==> config.mk <==
export PLATFORM = sky130hd
export DESIGN_NAME = hsl_ramp
export DESIGN_NICKNAME = d
export VERILOG_FILES = /design/src/sv/hsl_pkg.sv /design/src/sv/hsl_ramp.sv
export SDC_FILE = /design/constraint.sdc
export NUM_CORES = 2
export LEC_CHECK = 0
export BUFFER_PORTS_ARGS = -buffer_cell sky130_fd_sc_hd__buf_2
export CORE_UTILIZATION = 25
export CTS_BUF_LIST = sky130_fd_sc_hd__clkbuf_2
export CTS_CLUSTER_SIZE = 16
export DETAILED_ROUTE_END_ITERATION = 10
export HOLD_SLACK_MARGIN = 0.03
export PLACE_DENSITY = 0.41
export SETUP_SLACK_MARGIN = 0.02
export SYNTH_ARGS = -nofsm -noshare
export SYNTH_HDL_FRONTEND = slang
export SYNTH_SLANG_ARGS = --single-unit
==> constraint.sdc <==
create_clock -name clk -period 6.8 [get_ports clk]
set_input_delay 2.04 -clock clk [delete_from_list [all_inputs] [get_ports clk]]
set_output_delay 2.04 -clock clk [all_outputs]
set_load 0.03 [all_outputs]
==> src/sv/hsl_pkg.sv <==
package hsl_pkg;

  localparam int CHANNEL_BITS = 8;
  localparam int IN_BITS      = 16;
  localparam int FRAC_BITS    = 24;
  // Q0.24 levels reach ONE exactly, hence one extra bit
  localparam int Q_BITS       = FRAC_BITS + 1;

  // three top-level stages plus four per-channel ramp stages
  localparam int RAMP_STAGES  = 4;
  localparam int NUM_STAGES   = 3 + RAMP_STAGES;

  localparam logic [Q_BITS-1:0] Q_ONE        = Q_BITS'(1) << FRAC_BITS;
  localparam logic [Q_BITS-1:0] Q_HALF       = Q_BITS'(1) << (FRAC_BITS - 1);
  localparam logic [Q_BITS-1:0] Q_THIRD      = Q_BITS'(5592405);
  localparam logic [Q_BITS-1:0] Q_TWO_THIRDS = Q_BITS'(11184810);

  localparam logic [CHANNEL_BITS-1:0] CH_MAX = {CHANNEL_BITS{1'b1}};

  typedef logic [1:0] ramp_sel_t;
  localparam ramp_sel_t RAMP_UP   = 2'd0;
  localparam ramp_sel_t RAMP_HI   = 2'd1;
  localparam ramp_sel_t RAMP_DOWN = 2'd2;
  localparam ramp_sel_t RAMP_LO   = 2'd3;

  typedef struct packed {
    logic [IN_BITS-1:0] hue;
    logic [IN_BITS-1:0] saturation;
    logic [IN_BITS-1:0] lightness;
  } hsl_in_t;

  typedef struct packed {
    logic [CHANNEL_BITS-1:0] red;
    logic [CHANNEL_BITS-1:0] green;
    logic [CHANNEL_BITS-1:0] blue;
  } rgb_out_t;

endpackage

==> src/sv/hsl_ramp.sv <==
module hsl_ramp (
  input  logic                                clk,
  input  logic [hsl_pkg::RAMP_STAGES-1:0]     en,
  input  logic [hsl_pkg::Q_BITS-1:0]          lo_i,
  input  logic [hsl_pkg::Q_BITS-1:0]          hi_i,
  input  logic [hsl_pkg::Q_BITS-1:0]          d_i,
  input  logic [hsl_pkg::Q_BITS-1:0]          pos_i,
  output logic [hsl_pkg::CHANNEL_BITS-1:0]    ch_o
);
  import hsl_pkg::*;

  // stage A: pick the ramp segment and its multiplier operand
  logic [Q_BITS+2:0]    six_v;
  logic [Q_BITS:0]      two_v;
  logic [Q_BITS+1:0]    three_v;
  logic [Q_BITS-1:0]    t_w;
  logic [Q_BITS+2:0]    six_t;
  ramp_sel_t            sel_nxt;
  logic [FRAC_BITS-1:0] m_nxt;

  ramp_sel_t            sel3_r, sel4_r;
  logic [FRAC_BITS-1:0] m3_r;
  logic [Q_BITS-1:0]    lo3_r, hi3_r, d3_r;
  logic [Q_BITS-1:0]    lo4_r, hi4_r, f4_r;
  logic [Q_BITS-1:0]    level5_r;
  logic [CHANNEL_BITS-1:0] ch6_r;

  logic [Q_BITS+FRAC_BITS-1:0]    dm_prod;
  logic [Q_BITS:0]                level_sum;
  logic [Q_BITS-1:0]              level_nxt;
  logic [Q_BITS+CHANNEL_BITS-1:0] sc_prod;
  logic [CHANNEL_BITS:0]          sc_w;

  always_comb begin
    six_v   = {1'b0, pos_i, 2'b00} + {2'b00, pos_i, 1'b0};
    two_v   = {pos_i, 1'b0};
    three_v = {1'b0, pos_i, 1'b0} + {2'b00, pos_i};
    t_w     = (pos_i <= Q_TWO_THIRDS) ? (Q_TWO_THIRDS - pos_i) : '0;
    six_t   = {1'b0, t_w, 2'b00} + {2'b00, t_w, 1'b0};
    if (six_v < {3'b000, Q_ONE}) begin
      sel_nxt = RAMP_UP;
      m_nxt   = six_v[FRAC_BITS-1:0];
    end else if (two_v < {1'b0, Q_ONE}) begin
      sel_nxt = RAMP_HI;
      m_nxt   = '0;
    end else if (three_v < {1'b0, Q_ONE, 1'b0}) begin
      sel_nxt = RAMP_DOWN;
      // falling segment keeps 6t below ONE
      m_nxt   = six_t[FRAC_BITS-1:0];
    end else begin
      sel_nxt = RAMP_LO;
      m_nxt   = '0;
    end
  end

  always_ff @(posedge clk) begin
    if (en[0]) begin
      sel3_r <= sel_nxt;
      m3_r   <= m_nxt;
      lo3_r  <= lo_i;
      hi3_r  <= hi_i;
      d3_r   <= d_i;
    end
  end

  // stage B: distance times ramp position
  assign dm_prod = d3_r * m3_r;

  always_ff @(posedge clk) begin
    if (en[1]) begin
      sel4_r <= sel3_r;
      lo4_r  <= lo3_r;
      hi4_r  <= hi3_r;
      f4_r   <= dm_prod[FRAC_BITS+Q_BITS-1:FRAC_BITS];
    end
  end

  // stage C: channel level; lo + f never exceeds hi
  assign level_sum = {1'b0, lo4_r} + {1'b0, f4_r};

  always_comb begin
    case (sel4_r) inside
      RAMP_UP, RAMP_DOWN: level_nxt = level_sum[Q_BITS-1:0];
      RAMP_HI:            level_nxt = hi4_r;
      default:            level_nxt = lo4_r;
    endcase
  end

  always_ff @(posedge clk) begin
    if (en[2]) begin
      level5_r <= level_nxt;
    end
  end

  // stage D: scale to channel range, truncate, saturate
  assign sc_prod = level5_r * CH_MAX;
  assign sc_w    = sc_prod[Q_BITS+CHANNEL_BITS-1:FRAC_BITS];

  always_ff @(posedge clk) begin
    if (en[3]) begin
      ch6_r <= (sc_w > {1'b0, CH_MAX}) ? CH_MAX : sc_w[CHANNEL_BITS-1:0];
    end
  end

  assign ch_o = ch6_r;

endmodule

Word-level counts from Yosys, hierarchy flattened
Cells that the tools add are included.

Register bits after elaboration: 211. Bits in latches: 0. RAM bits: 0. ROM bits: 0. Output and inout port bits: 8. Word-level logic and storage cells: 37. Memories kept: 0.

$add $sub $neg: 5. Multiply operators: 2. Div/mod/pow operators: 0. $lt $le $gt $ge: 5. Equal/unequal tests: 2. Shift-type cells: 0. Mux-type cells: 8. Bitwise logic cells: 0. Reductions and logical operators: 3.

Operators with widths (count): $mux 24 (3); $mux 25 (2); $mul 25x24->49 (1); $mul 25x8->33 const B (1); $add 27x26->28 (1); $lt 28x25->1 const B (1); $add 26x25->27 (1); $lt 27x26->1 const B (1); $lt 26x25->1 const B (1); $add 25x25->25 (1); $le 25x24->1 const B (1); $add 24x24->24 (1); $mux 23 (1); $sub 22x23->23 const A (1); $gt 9x8->1 const B (1); $reduce_or 2->1 (2); $eq 2x1->1 const B (1); $eq 2x2->1 const B (1); $logic_not 2->1 (1); $mux 1 (2).

Longest topological paths before layout
Depth in word-level cells: 6. Gate-level depth with buffers: 28.

Worst setup path after synthesis
No wires, ideal clock.

Path type: reg-to-reg. Start: reg m3_r[3]. End: reg f4_r[24], data pin. Setup time: 136 ps. Data arrival time: 6771 ps. Path slack: -107 ps. Stages on the path, launching flop included: 27. Buffers on the path: 2. Path through: edfxtp_1 -> clkbuf_1 -> clkbuf_1 -> nand2_1 -> fa_1 -> inv_1 -> fa_1 -> inv_1 -> fa_1 -> fa_1 -> inv_1 -> fa_1 -> fa_1 -> inv_1 -> fa_1 -> inv_1 -> ha_1 -> a211oi_1 -> o211ai_1 -> a21oi_1 -> a21oi_1 -> o21ai_1 -> a21oi_1 -> a22o_1 -> o221a_2 -> or4_1 -> nand3_1.

Word-level cells in the longest chain between the ends: 1.

Ends and longest elaborated chain: from (decl) (RTL line hsl_ramp.sv:22) `logic [FRAC_BITS-1:0] m3_r;`; from (signal assigned) (RTL line hsl_ramp.sv:59) `m3_r <= m_nxt;`; $mul 25x24->49 (RTL line hsl_ramp.sv:67) `assign dm_prod = d3_r * m3_r;`; net dm_prod[48] (RTL line hsl_ramp.sv:28) `logic [Q_BITS+FRAC_BITS-1:0] dm_prod;`; to (signal assigned) (RTL line hsl_ramp.sv:74) `f4_r <= dm_prod[FRAC_BITS+Q_BITS-1:FRAC_BITS];`; to (decl) (RTL line hsl_ramp.sv:24) `logic [Q_BITS-1:0] lo4_r, hi4_r, f4_r;`.

The timed path passes the listed nets, and every way through them passes these cells. A chain may end at the register's enable or synchronous reset.

Final worst setup path
Start: reg m3_r[8]. End: reg f4_r[24], data pin.

Same word-level chain as after synthesis.

==> impl_metrics.env <==
export IMPL_status="finished, violations left"
export IMPL_violations="design-rule violations, negative setup slack"
export IMPL_grt_pass1_wl_um=144000
export IMPL_crit_required_ns=7.83
export IMPL_fp_dieW_um=369
export IMPL_clock_tree_root_cell="clkbuf_2"
export IMPL_dieArea_mm2=0.136
export IMPL_synth_edff_count=210
export IMPL_syn_to_final_growth_pct=18.3
export IMPL_clk_pin_slew_worst_paths_ns=0.10
export IMPL_syn_area_per_cell_um2=9.97
export IMPL_layout_setup_ws_ns=-0.0199
export IMPL_max_slew_margin_rel=0.404
export IMPL_worstSetupPathType="register to register"
export IMPL_drv_slew=0
export IMPL_syn_inst=3382
export IMPL_final_common_cell="inv_1"
export IMPL_gp_congestion=0.827
export IMPL_worst_pin_slew_ns=0.895
export IMPL_ys_flop_type="edfxtp_1"
export IMPL_grt_antenna_before_repair=10
export IMPL_worstHoldPathType="register to register"
export IMPL_vias=23200
export IMPL_wl_met3_um=3270
export IMPL_slowest_stage="fa_1"
export IMPL_rows=134
export IMPL_postRouteAntennaNets=0
export IMPL_wirelength_met1_um=44800
export IMPL_worstSetupStartpointType="register"
export IMPL_fin_area_mm2=0.0399
export IMPL_initial_utilization=0.252
export IMPL_critPathMostFrequentCell="fa_1"
export IMPL_overflow=0
export IMPL_drive_above_1_share=0.176
export IMPL_max_cap_violations=0
export IMPL_postPlaceCellArea_mm2=0.0383
export IMPL_path_cells="buf_6 > and2_1 > fa_1 > fa_1 > inv_1 > fa_1 > fa_1 > inv_2 > fa_1 > fa_1 > inv_1 > fa_1 > inv_2 > ha_4 > a211oi_4 > o211ai_1 > a21oi_2 > a21oi_4 > o21ai_4 > a21oi_4 > a22o_4 > o221a_4 > or4_1 > nand3_1"
export IMPL_hpwl_um=76800
export IMPL_syn_cell_area_mm2=0.0337
export IMPL_rrSetupSlack_ns=-0.02
export IMPL_fill_cells=14200
export IMPL_crit_path_max_fanout=6
export IMPL_multi_input_area_mm2=0.0245
export IMPL_totalWireLength_um=90700
export IMPL_synth_warnings=0
export IMPL_ctsHoldBuffers=0
export IMPL_numCtsBuffers=67
export IMPL_layout_common_cells="748 x inv_1, 576 x fa_1, 357 x nand2_1"
export IMPL_grt_max_degree=58
export IMPL_cts_htree_levels=3
export IMPL_clk_latency_ns=1.21
export IMPL_highest_layer="met5"
export IMPL_end_kind="register"
export IMPL_hold_viol_final=0
export IMPL_clockBufferDepth=3
export IMPL_port_buffers=112
export IMPL_grt_pass1_vias=25400
export IMPL_rsz0062_at_grt="true"
export IMPL_synth_seq_cells=210
export IMPL_max_stage_delay_ns=0.54
export IMPL_drc=27
export IMPL_drtIter0Drc=854
export IMPL_wl_per_cell_um=16.2
export IMPL_clock_skew_ns=0.0565
export IMPL_period_needed_ns=6.82
export IMPL_wl_met2_um=40900
export IMPL_drtPass1Iterations=8
export IMPL_syn_nets=4432
export IMPL_critical_path_arrival_ns=7.85
export IMPL_async_reset_ff_frac=0
export IMPL_boundaryPins=113
export IMPL_track_usage=0.137
export IMPL_ys_seq_area_frac=0.187
export IMPL_synth_cell_types=76
export IMPL_coreArea_mm2=0.134
export IMPL_viasPerCell=4.15
export IMPL_cts_sinks=210
export IMPL_cts_tree="yes"
export IMPL_nNetsFinal=4820
export IMPL_seqCellArea_mm2=0.00631
export IMPL_final_setup_viol_count=1
export IMPL_clock_fmax_ghz=0.147
export IMPL_die_h_um=369
export IMPL_fin_crit_sh=1.00
## worst max-delay path: cells and delay by family, from the launching register on
kind | cells | cell delay (ns)
adders and majority gates | 8 | 3.67
and+or+nand+nor | 3 | 0.71
AOI/OAI and AO/OA | 8 | 1.43
buffers and inverters | 5 | 0.38
DFF | 1 | 0.45
## stage by stage
stage | util | TNS (ns) | setup WS [ns] | hold WS [ns] | cells
global route | 0.299 | -1.60 | -0.211 | 0.349 | 5590
finish | 0.299 | -0.0199 | -0.0199 | 0.386 | 5592
CTS | 0.296 | -0.614 | -0.124 | 0.369 | 5573
detailed placement | 0.287 | -9.43 | -0.633 | 0.405 | 5418
global placement | 0.287 | -7.70 | -0.566 | 0.401 | 5418
floorplan | - | 0 | 0.0272 | 0.400 | 3382
## cell type report
cell class	instances	area share
Antenna cell	5	0.000313
Clock buffer	92	0.0115
Clock inverter	26	0.00448
Inverter	769	0.0723
Multi-Input combinational cell	2288	0.615
Sequential cell	210	0.158
Tap cell	1768	0.0554
Timing Repair Buffer	434	0.0831
## registers in the layout, summed over array words and instances (netlist names), 23 cells and up
signal,cells
hi3_r,25
hi4_r,25
lo4_r,25
m3_r,23
d3_r,25
level5_r,25
lo3_r,25
f4_r,25
## routing by layer
metal / up-vias / GRT usage
met3: 91 / 0.0201
met2: 322 / 0.219
met1: 11500 / 0.191
met4: 8 / 0.0367
li1: 11300 / -
met5: - / 0
## kinds of logic (layout without fill, tap and decap cells)
| logic type | count (synthesis) | in the layout | share of synthesized area |
|---|---|---|---|
| other | 0 | 5 | 0 |
| xor gates and xnor gates | 112 | 112 | 0.0297 |
| adders and majority gates | 945 | 945 | 0.484 |
| and+or+nand+nor | 863 | 863 | 0.126 |
| AOI/OAI and AO/OA | 347 | 347 | 0.0678 |
| DFF | 210 | 210 | 0.187 |
| muxes | 21 | 21 | 0.00642 |
| buffers and inverters | 884 | 1321 | 0.0990 |
## synth_stat cells (12+ instances only)
cell      number  area, µm²
fa_1         599      12000
and2_1       293       1830
xnor2_1       70        613
a21o_1        38        285
o211ai_1      14        105
nor3_1        20        100
mux2i_1       16        160
o21bai_1      14        105
o21a_1        15        113
a211oi_1      12       90.1
xor2_1        40        350
nor2b_1       13       81.3
nand3_1       18       90.1
nand2_1      362       1360
o22ai_1       17        106
ha_1         346       4330
nand4_1       14       87.6
nand2b_1      17        106
nor2_1        84        315
edfxtp_1     210       6310
inv_1        769       2890
a21oi_1      108        541
o21ai_0       56        280
clkbuf_1     110        413
## path summary, 6_finish.rpt
path | startpoint | end | cells after the start
worst max-delay path | m3_r[8]$_DFFE_PP_ | f4_r[24]$_DFFE_PP_ | 24
worst min-delay path | lo3_r[22]$_DFFE_PP_ | lo4_r[22]$_DFFE_PP_ | 0
worst max register to register | m3_r[8]$_DFFE_PP_ | f4_r[24]$_DFFE_PP_ | 24
worst min register to register | lo3_r[22]$_DFFE_PP_ | lo4_r[22]$_DFFE_PP_ | 0
## timing repair
item,in CTS,in global routing
resized for setup,79,78
pin swaps,57,48
gates cloned,1,1
setup buffers,38,14
endpoints found under the hold margin,0,0
setup endpoints to repair,20,19
Power is not shown: default switching activity piles up to over one toggle a cycle in this logic, so the estimate is an artifact.
